[config.mk]
export PLATFORM = sky130hd
export DESIGN_NAME = pip_mac
export DESIGN_NICKNAME = d
export VERILOG_FILES = /design/src/rtl/pip_pkg.sv /design/src/rtl/pip_mac.sv
export SDC_FILE = /design/constraint.sdc
export NUM_CORES = 1
export LEC_CHECK = 0
export BUFFER_PORTS_ARGS = -buffer_cell sky130_fd_sc_hd__buf_2
export CORE_ASPECT_RATIO = 1.1
export CORE_MARGIN = 2
export CORE_UTILIZATION = 61
export DETAILED_ROUTE_END_ITERATION = 12
export HOLD_SLACK_MARGIN = 0.08
export PLACE_DENSITY = 0.76
export SLEW_MARGIN = 20
export SYNTH_ARGS = -nofsm -noshare
export SYNTH_HDL_FRONTEND = slang
export SYNTH_SLANG_ARGS = --single-unit
[constraint.sdc]
create_clock -name clk -period 14.99 [get_ports clk]
set_input_delay 0.7495 -clock clk [delete_from_list [all_inputs] [get_ports clk]]
set_output_delay 0.7495 -clock clk [all_outputs]
set_load 0.02 [all_outputs]
[src/rtl/pip_pkg.sv]
// Shared constants and types for the point-in-polygon test block.
`timescale 1ns / 1ps

package pip_pkg;

  localparam int MAX_VERTICES = 64;
  localparam int COORD_W      = 16;
  localparam int TOL_W        = 15;
  localparam int FUNC_W       = 2;
  localparam int MIN_VALID    = 3;

  localparam int IDX_W  = $clog2(MAX_VERTICES);
  localparam int CNT_W  = $clog2(MAX_VERTICES + 1);
  localparam int DIFF_W = COORD_W + 1;         // coordinate difference
  localparam int MUL_W  = DIFF_W + 1;          // multiplier operand, signed
  localparam int LO_W   = DIFF_W;              // low slice for split products
  localparam int SQ_W   = 2 * DIFF_W + 1;      // sums of two products
  localparam int ACR_W  = 2 * COORD_W + 1;     // magnitude of the cross product
  localparam int TOL2_W = 2 * TOL_W;
  localparam int WIDE_W = 2 * ACR_W;           // squared cross product and its bound
  localparam int ACC_W  = WIDE_W + 2;
  localparam int SH_W   = $clog2(2 * LO_W + 1);

  localparam logic [FUNC_W-1:0] FUNC_CLEAR  = 2'd0;
  localparam logic [FUNC_W-1:0] FUNC_APPEND = 2'd1;
  localparam logic [FUNC_W-1:0] FUNC_QUERY  = 2'd2;

  typedef struct packed {
    logic            clr;
    logic            sub;
    logic [SH_W-1:0] sh;
  } mac_ctrl_t;

endpackage

[src/rtl/pip_mac.sv]
// Shared signed multiply-accumulate unit with a shifted, signed addend.
`timescale 1ns / 1ps

module pip_mac (
  input  logic                                  clk,
  input  logic signed [pip_pkg::MUL_W-1:0]      mul_a,
  input  logic signed [pip_pkg::MUL_W-1:0]      mul_b,
  input  pip_pkg::mac_ctrl_t                    ctl,
  output logic signed [pip_pkg::ACC_W-1:0]      acc_nxt
);
  import pip_pkg::*;

  logic signed [2*MUL_W-1:0] prod;
  logic signed [ACC_W-1:0]   term;
  logic signed [ACC_W-1:0]   base;
  logic signed [ACC_W-1:0]   acc_r;

  assign prod = mul_a * mul_b;
  assign term = ACC_W'(prod) <<< ctl.sh;
  assign base = ctl.clr ? '0 : acc_r;
  assign acc_nxt = ctl.sub ? (base - term) : (base + term);

  always_ff @(posedge clk) begin
    acc_r <= acc_nxt;
  end

endmodule

==> flow_summary_export.csv, run 1 <==
group,metric,value,unit
flow_run,cap_violations,0,
timing,slew_violations,0,
floorplanning,dieHeight,216,µm
floorplanning,rows,77,
timing,finalSetupTns,0,ns
timing,rsz0062_at_grt,"false",
routing,wl_per_cell,24.5,µm
routing,ant_nets,0,
clock_network,postCtsSetupRepairBufs,0,
place,portBuffers,112,
clock_network,path_clk_slew,0.06,ns
synth,ys_ff_latch,68,
synth,synth.area.top_cells,"fa_1 27%, ha_1 8.1%, inv_1 6.0%",
synth,ys_types,112,
worst_setup_path,r2r-start,"acc_r[1]$_DFF_P_",
status,status,"finished, final reports clean",
worst_setup_path,cp-start-kind,"input port",
grt,antenna_found_initial,0,
finish,diodes,0,
synth,ys_top_cells_by_count,"395 x inv_1, 330 x fa_1, 295 x nand2_1, 194 x a21oi_1, 194 x nor2_1",
finish,postLayoutCoreUtil,64.6,%
worst_setup_path,r2r_end,"acc_r[49]$_DFF_P_",
grt,grt_pass1_wl,140000,µm
routing,finalWirelength,89700,µm
timing,relSlewSlack,20.4,%
grt,grt_usage,42.3,%
synth,seq_area_frac_synth,5.47,%
finish,largest-register,"acc_r",
floorplanning,core_area,0.0403,mm²
timing,finClkSkew,0.00995,ns
worst_setup_path,reg2reg_slack,9.97,ns
timing,holdWs,0.637,ns
synth,netlist_area,0.0249,mm²
synth,syn_nets,3693,
synth,synth_edf_count,0,
place,pre_cts_slack,0.489,ns
clock_network,cts_max_path_buffers,2,
finish,drive_gt1_share,7.80,%
synth,synthFlopType,"dfxtp_1",
timing,period_needed,14.15,ns
finish,reg_top3,"acc_r (68)",
floorplanning,io_pins,113,
worst_hold_path,holdPathStages,3,
worst_hold_path,min_from,"acc_r[0]$_DFF_P_",
synth,syn_area_per_cell,7.89,µm²
routing,vias,24500,
floorplanning,start_util,61.8,%
worst_setup_path,end_kind,"primary output",
timing,worstMarginPinSlew,1.18,ns
grt,grt_max_degree,69,
routing,drt-initial-drc-count,2195,
finish,num-fill-cells,3361,
finish,num-nets-final,3686,
synth,synth_most_common_cell,"inv_1",
worst_hold_path,hp-class,"flop to flop",
timing,timing.final.crit_share,94.4,%
worst_setup_path,arrival,13.40,ns
clock_network,root_buffer,"clkbuf_16",
routing,drt_drc_violations_left,0,
clock_network,numCtsBuffers,9,
worst_setup_path,max_stage_delay,0.60,ns
floorplanning,die_x,197,µm
worst_setup_path,crit_top_cell,"inv_1",
timing,setup_viol,0,
timing,worst_slack,0.845,ns
synth,yosysWarnings,0,
place,place_congestion,1.06,
timing,fmax,0.0707,GHz
grt,first_global_vias,25100,
floorplanning,fp.dieArea,0.0424,mm²
worst_setup_path,r2r_cells,17,
clock_network,cts_num_sinks,68,
synth,synth_top_area_share,26.5,%
worst_setup_path,cp_max_fo,19,
worst_setup_path,worst_ep_required_time,14.24,ns
routing,vias_per_cell,6.68,
clock_network,cts_tree,"done",
timing,finalHoldViolCount,0,
synth,yosys.area.top_type,"fa_1",
synth,synthCells,3157,
worst_hold_path,min_to,"acc_r[0]$_DFF_P_",
worst_setup_path,critPathKind,"input port to primary output",
finish,largest_reg_flops,68,
place,dp_hpwl,72200,µm
clock_network,htreeDepth,3,
finish,synthToLayoutAreaGrowth,4.56,%
routing,drtPass1Iterations,7,
synth,synthArstFlopShare,0,%
grt,gr-total-overflow,0,
worst_setup_path,crit_slowest_cell,"a2111oi_0",
clock_network,clk-insertion-delay-late,0.36,ns
==> worst max path at each step <==
stage                             end      start  cells past startpoint  slack, ns
after floorplan           acc_nxt[62]  mul_a[17]                     44       2.88
after global placement    acc_nxt[63]   mul_b[0]                     45       0.65
after CTS                 acc_nxt[63]   mul_b[0]                     45       0.44
after global routing      acc_nxt[63]   mul_b[0]                     45       0.12
final                     acc_nxt[63]   mul_b[0]                     45       0.84
after detailed placement  acc_nxt[63]   mul_b[0]                     45       0.49
==> layout make-up <==
class	count	area, µm²	area share (%)
clock buffers	11	243	0.932
clock inverters	4	73.8	0.284
flip-flops and latches	68	1360	5.23
well taps	513	642	2.47
repair buffers	145	808	3.10
multi-input cells	2527	21400	82.2
inverters	399	1500	5.75
==> layer usage <==
metal | up-vias | share of wire, % | track usage [%] | routed length (µm)
li1 | 10800 | - | - | -
met1 | 11800 | 36 | 48.6 | 32200
met2 | 1437 | 48 | 72.8 | 43100
met3 | 405 | 8.1 | 6.03 | 7280
met4 | 0 | 8.0 | 29.3 | 7160
met5 | - | 0 | 0.463 | 0
==> worst max-delay path: cells and delay by family <==
family                   cells  cell delay [ns]
AO/OA/AOI/OAI               13             3.63
XOR/XNOR                     2             0.25
adder cells (fa/ha/maj)      8             3.77
buffers and inverters        9             1.52
multiplexers                 1             0.46
AND/OR/NAND/NOR             12             2.99
==> layout by cell type (no fill, tap or decap), types with 12 or more instances in the layout <==
master / count
inv_1: 395
fa_1: 330
nand2_1: 295
nor2_1: 193
a21oi_1: 193
and2_1: 188
ha_1: 161
o21ai_0: 122
buf_2: 112
xnor2_1: 92
nor2b_1: 88
a21o_1: 77
dfxtp_1: 68
nand3_1: 62
nor3_1: 57
xor2_1: 42
a31oi_1: 40
nand4_1: 39
o21a_1: 34
buf_4: 33
o211ai_1: 29
nand2b_1: 27
and3_1: 27
a211oi_1: 27
mux2i_1: 22
o31ai_1: 19
o221ai_1: 18
nor4_1: 17
or3_1: 14
o21bai_1: 14
a211o_1: 13
a221oi_1: 13
o2111ai_1: 12
a31o_2: 12
==> kinds of logic (layout without fill, tap and decap cells) <==
| group | count (synthesis) | in the layout | synth area share [%] |
|---|---|---|---|
| AOI/OAI and AO/OA | 803 | 803 | 22.7 |
| xor gates and xnor gates | 136 | 136 | 4.81 |
| adders and majority gates | 491 | 491 | 34.6 |
| buffers and inverters | 562 | 559 | 8.75 |
| DFF | 68 | 68 | 5.47 |
| muxes | 35 | 35 | 1.75 |
| and+or+nand+nor | 1062 | 1062 | 21.9 |
==> stage by stage <==
step | instance area [µm²] | std cells
global route | 26000 | 3667
detailed placement | 25700 | 3652
CTS | 26000 | 3667
finish | 26000 | 3667
floorplan | 24900 | 3157
global placement | 25700 | 3652
==> repair_timing <==
| action | in CTS | in global routing |
|---|---|---|
| resized for setup | 0 | 4 |
| hold endpoints to repair | 0 | 0 |
| setup endpoints to repair | 0 | 10 |
| hold buffers | 0 | 0 |
Power of run 1 is not shown: default switching activity piles up to over one toggle a cycle in this logic, so the estimate is an artifact.
==> inputs of run 2 (changes only) <==
--- a/config.mk
+++ b/config.mk
@@ -9,7 +9,9 @@
 export CORE_ASPECT_RATIO = 1.1
 export CORE_MARGIN = 2
 export CORE_UTILIZATION = 61
+export CTS_CLUSTER_DIAMETER = 120
 export DETAILED_ROUTE_END_ITERATION = 12
+export GPL_TIMING_DRIVEN = 0
 export HOLD_SLACK_MARGIN = 0.08
 export PLACE_DENSITY = 0.76
 export SLEW_MARGIN = 20
==> run 2 against run 1 <==
Die area did not move. First-iteration DRC count up 21%. Routed wire length increased by 13%. Count of clock-buffer cells in the layout grew 1. Setup slack got worse by 0.50 ns. Clock skew fell by 0.0013 ns. Design area is 1.9% higher. Fmax is 3.4% lower. Largest cell class unchanged. Sequential share of layout area decreased by 0.099 points. Global-route usage rose by 6.3 points.
==> flow_summary_export.csv, run 2 (same netlist as run 1, synthesis figures left out) <==
group,metric,value,unit
finish,reg_top3,"acc_r (68)",
place,portBuffers,102,
clock_network,cts_tree,"done",
worst_setup_path,cp_max_fo,10,
worst_setup_path,crit_top_cell,"fa_1",
worst_setup_path,max_stage_delay,0.61,ns
place,postPlaceCellArea,0.0261,mm²
timing,relSlewSlack,15.0,%
finish,synthToLayoutAreaGrowth,6.58,%
worst_setup_path,arrival,13.90,ns
clock_network,root_buffer,"clkbuf_16",
routing,drt-initial-drc-count,2653,
place,dp_hpwl,82700,µm
timing,setup_viol,0,
status,status,"finished, final reports clean",
floorplanning,dieHeight,216,µm
finish,num-nets-final,3808,
timing,finClkSkew,0.00865,ns
finish,drive_gt1_share,8.27,%
timing,worstMarginPinSlew,1.24,ns
clock_network,numCtsBuffers,9,
worst_setup_path,crit_slowest_cell,"a31oi_1",
finish,largest_reg_flops,68,
floorplanning,fp.dieArea,0.0424,mm²
grt,grt_max_degree,12,
timing,rsz0062_at_grt,"false",
clock_network,path_clk_slew,0.05,ns
grt,gr-total-overflow,0,
routing,drt_drc_violations_left,0,
timing,timing.final.crit_share,97.7,%
floorplanning,io_pins,113,
grt,first_global_vias,26900,
clock_network,htreeDepth,3,
place,place_congestion,1.13,
worst_setup_path,cp-start-kind,"input port",
flow_run,cap_violations,0,
timing,slew_violations,0,
finish,final_cell_mix,"395 x inv_1, 330 x fa_1, 295 x nand2_1, 192 x nor2_1, 190 x a21oi_1",
floorplanning,start_util,61.8,%
floorplanning,rows,77,
grt,grt_usage,48.7,%
worst_hold_path,holdPathStages,3,
worst_setup_path,end_kind,"primary output",
routing,drtPass1Iterations,7,
timing,period_needed,14.65,ns
grt,antenna_found_initial,5,
finish,largest-register,"acc_r",
routing,vias,25900,
timing,worst_slack,0.343,ns
grt,grt_pass1_wl,157000,µm
clock_network,clk-insertion-delay-late,0.36,ns
routing,wl_per_cell,26.7,µm
clock_network,cts_max_path_buffers,2,
routing,finalWirelength,101000,µm
finish,final_common_cell,"inv_1",
place,pre_cts_slack,-0.948,ns
worst_hold_path,hp-class,"flop to flop",
worst_setup_path,critPathKind,"input port to primary output",
routing,ant_nets,0,
worst_setup_path,r2r_cells,19,
worst_setup_path,worst_ep_required_time,14.24,ns
clock_network,holdBufCountCts,0,
clock_network,cts_num_sinks,68,
floorplanning,core_area,0.0403,mm²
timing,fmax,0.0683,GHz
routing,vias_per_cell,6.82,
finish,fin_area,0.0265,mm²
floorplanning,die_x,197,µm
timing,finalHoldViolCount,0,
run 2: cell types whose count changed in the layout (fill, tap and decap cells not counted), sizes merged:
cell | before | now
bufinv | 2 | 1
clkinv | 5 | 6
clkbuf | 11 | 122
buf | 145 | 157
diode | 0 | 3
run 2: layout make-up:
cell class | instances | area, µm²
antenna | 3 | 7.51
timing repair buffer | 108 | 557
sequential | 68 | 1360
fill | 3263 | 13700
multi-input combinational | 2527 | 21500
inverter | 399 | 1500
buffer | 159 | 682
clock inverter | 4 | 48.8
clock buffer | 12 | 246
tap | 513 | 642
run 2: metal layers:
layer  wire, µm  track usage, %  up-vias
met5          0               0        -
met4      11400            44.7        0
met3       9510            14.5      697
met2      47300            80.8     1796
met1      33000            49.2    12300
li1           -               -    11100
run 2: through the flow:
stage	TNS (ns)	utilization (%)	instances	hold WS (ns)
2_1_floorplan	0	-	3157	0.621
3_3_place_gp	-2.10	64.7	3772	0.556
3_5_place_dp	-4.20	64.8	3773	0.560
4_1_cts	0	65.6	3789	0.570
5_1_grt	0	65.9	3793	0.590
6_report	0	65.9	3793	0.571
run 2: timing repair:
item	4_1_cts	5_1_grt
gates resized for setup	8	35
setup buffers	0	3
endpoints found under the setup margin	10	15
gates cloned	0	0
pin swaps	0	0
run 2: critical path: cells and delay by family:
family,cells,cell delay (ns)
AOI/OAI and AO/OA,12,3.41
buffers and inverters,10,2.11
xor gates and xnor gates,3,0.95
adders and majority gates,8,3.69
and+or+nand+nor,12,2.93
run 2: worst paths after layout:
path | end | slack [ns] | start
min | acc_r[0]$_DFF_P_ | 0.57 | acc_r[0]$_DFF_P_
max | acc_nxt[63] | 0.34 | mul_a[5]
max reg2reg | acc_r[62]$_DFF_P_ | 9.82 | acc_r[0]$_DFF_P_
min reg2reg | acc_r[0]$_DFF_P_ | 0.57 | acc_r[0]$_DFF_P_
Power of run 2 is left out for the same reason.
==> inputs of run 3 (changes only) <==
--- a/config.mk
+++ b/config.mk
@@ -13,8 +13,8 @@
 export DETAILED_ROUTE_END_ITERATION = 12
 export GPL_TIMING_DRIVEN = 0
 export HOLD_SLACK_MARGIN = 0.08
-export PLACE_DENSITY = 0.76
-export SLEW_MARGIN = 20
+export PLACE_DENSITY = 0.79
 export SYNTH_ARGS = -nofsm -noshare
 export SYNTH_HDL_FRONTEND = slang
 export SYNTH_SLANG_ARGS = --single-unit
+export TNS_END_PERCENT = 10
==> run 3 against run 2 <==
The flow now finishes with violations (max-capacitance violations, max-slew violations). Hold slack lost 0.0042 ns. Non-clock buffer count is 3 lower. Register-to-register slack improved by 0.22 ns. Fmax increased by 0.30%. Global-route usage fell by 0.45 points. Core utilization down 0.19 points. Critical path depth fell by 1. Clock skew down 0.0011 ns. Cell count shrank 0.13%. Critical path type unchanged. Critical endpoint is now acc_nxt[67]. Highest routed layer is now met5.
==> flow_summary_export.csv, run 3 (same netlist as run 1, synthesis figures left out) <==
group,metric,value,unit
status,status,"finished, violations left",
status,failed_checks,"max-capacitance violations, max-slew violations",
grt,grt_usage,48.2,%
clock_network,holdBufCountCts,0,
floorplanning,io_pins,113,
worst_setup_path,end_kind,"primary output",
finish,final_cell_mix,"395 x inv_1, 329 x fa_1, 295 x nand2_1, 194 x nor2_1, 192 x a21oi_1",
grt,first_global_vias,26700,
clock_network,numCtsBuffers,9,
worst_setup_path,crit_slowest_cell,"nor4_4",
worst_setup_path,crit_top_cell,"fa_1",
worst_setup_path,worst_ep_required_time,14.24,ns
clock_network,cts_num_sinks,68,
routing,drt-initial-drc-count,2219,
routing,drtPass1Iterations,8,
timing,timing.final.crit_share,97.4,%
routing,drt_drc_violations_left,0,
timing,worstMarginPinSlew,1.62,ns
timing,finalHoldViolCount,0,
timing,rsz0062_at_grt,"false",
finish,largest_reg_flops,68,
place,place_congestion,1.09,
finish,largest-register,"acc_r",
timing,setup_viol,0,
grt,grt_pass1_wl,155000,µm
worst_setup_path,r2r-start,"acc_r[0]$_DFF_P_",
routing,vias,25600,
timing,slew_violations,5,
timing,holdWs,0.567,ns
worst_setup_path,critPathKind,"input port to primary output",
floorplanning,rows,77,
worst_hold_path,hp-class,"flop to flop",
clock_network,root_buffer,"clkbuf_16",
finish,final_common_cell,"inv_1",
routing,wl_per_cell,26.7,µm
finish,reg_top3,"acc_r (68)",
worst_hold_path,min_from,"acc_r[0]$_DFF_P_",
floorplanning,start_util,61.8,%
flow_run,cap_violations,1,
finish,fin_cells,3788,
clock_network,path_clk_slew,0.06,ns
floorplanning,core_area,0.0403,mm²
clock_network,cts_tree,"done",
grt,grt_max_degree,14,
routing,ant_nets,0,
grt,gr-total-overflow,0,
finish,postLayoutCoreUtil,65.7,%
worst_setup_path,max_stage_delay,0.63,ns
clock_network,cts_max_path_buffers,2,
timing,finalSetupTns,0,ns
floorplanning,dieHeight,216,µm
place,dp_hpwl,83100,µm
clock_network,clk-insertion-delay-late,0.36,ns
finish,num-nets-final,3805,
place,dp.cells,3772,
timing,finClkSkew,0.00759,ns
finish,drive_gt1_share,7.79,%
routing,finalWirelength,101000,µm
floorplanning,fp.dieArea,0.0424,mm²
place,portBuffers,102,
worst_setup_path,cp_max_fo,10,
timing,period_needed,14.60,ns
grt,antenna_found_initial,1,
worst_setup_path,arrival,13.85,ns
clock_network,htreeDepth,3,
timing,fmax,0.0685,GHz
worst_setup_path,cp-start-kind,"input port",
routing,vias_per_cell,6.76,
timing,relSlewSlack,-9.28,%
worst_setup_path,crit_path_start,"mul_b[9]",
floorplanning,die_x,197,µm
finish,synthToLayoutAreaGrowth,6.27,%
==> run 3: final timing paths <==
path	endpoint	slack, ns	cells past startpoint
worst min register to register	acc_r[0]$_DFF_P_	0.57	3
worst max-delay path	acc_nxt[67]	0.39	44
worst min-delay path	acc_r[0]$_DFF_P_	0.57	3
worst max register to register	acc_r[62]$_DFF_P_	10.04	19
==> run 3: cell type report <==
type,instances,area (µm²)
multi-input cells,2527,21500
fillers,3285,13800
inverters,399,1500
flip-flops and latches,68,1360
plain buffers,160,678
well taps,513,642
repair buffers,104,523
clock buffers,9,225
clock inverters,7,73.8
diodes,1,2.50
==> run 3: timing repair <==
action                                  CTS  global route
hold endpoints to repair                  0             0
gates resized for setup                   6            23
setup buffers                             0             0
endpoints found under the setup margin   12            12
pin swaps                                 0             0
==> run 3: worst max-delay path: cells and delay by family <==
kind / cells / cell delay, ns
xor gates and xnor gates: 2 / 0.48
AOI/OAI and AO/OA: 8 / 2.29
buffers and inverters: 9 / 1.63
muxes: 1 / 0.42
and+or+nand+nor: 16 / 4.53
adders and majority gates: 8 / 3.71
==> run 3: through the flow <==
| step | cell area, µm² | setup WS [ns] |
|---|---|---|
| floorplan | 24900 | 2.88 |
| global placement | 26100 | -0.325 |
| detailed placement | 26100 | -0.616 |
| CTS | 26400 | 0.239 |
| global route | 26500 | 0.00660 |
| finish | 26500 | 0.386 |
==> run 3: routing by layer <==
metal,routed length (µm),share of wire [%],GRT usage (%),up-vias
li1,-,-,-,11100
met1,33100,33,48.1,12200
met2,47700,47,81.4,1656
met3,8750,8.7,12.9,656
met4,11500,11,45.5,2
met5,12,0.012,0,-
Power of run 3 is left out for the same reason.
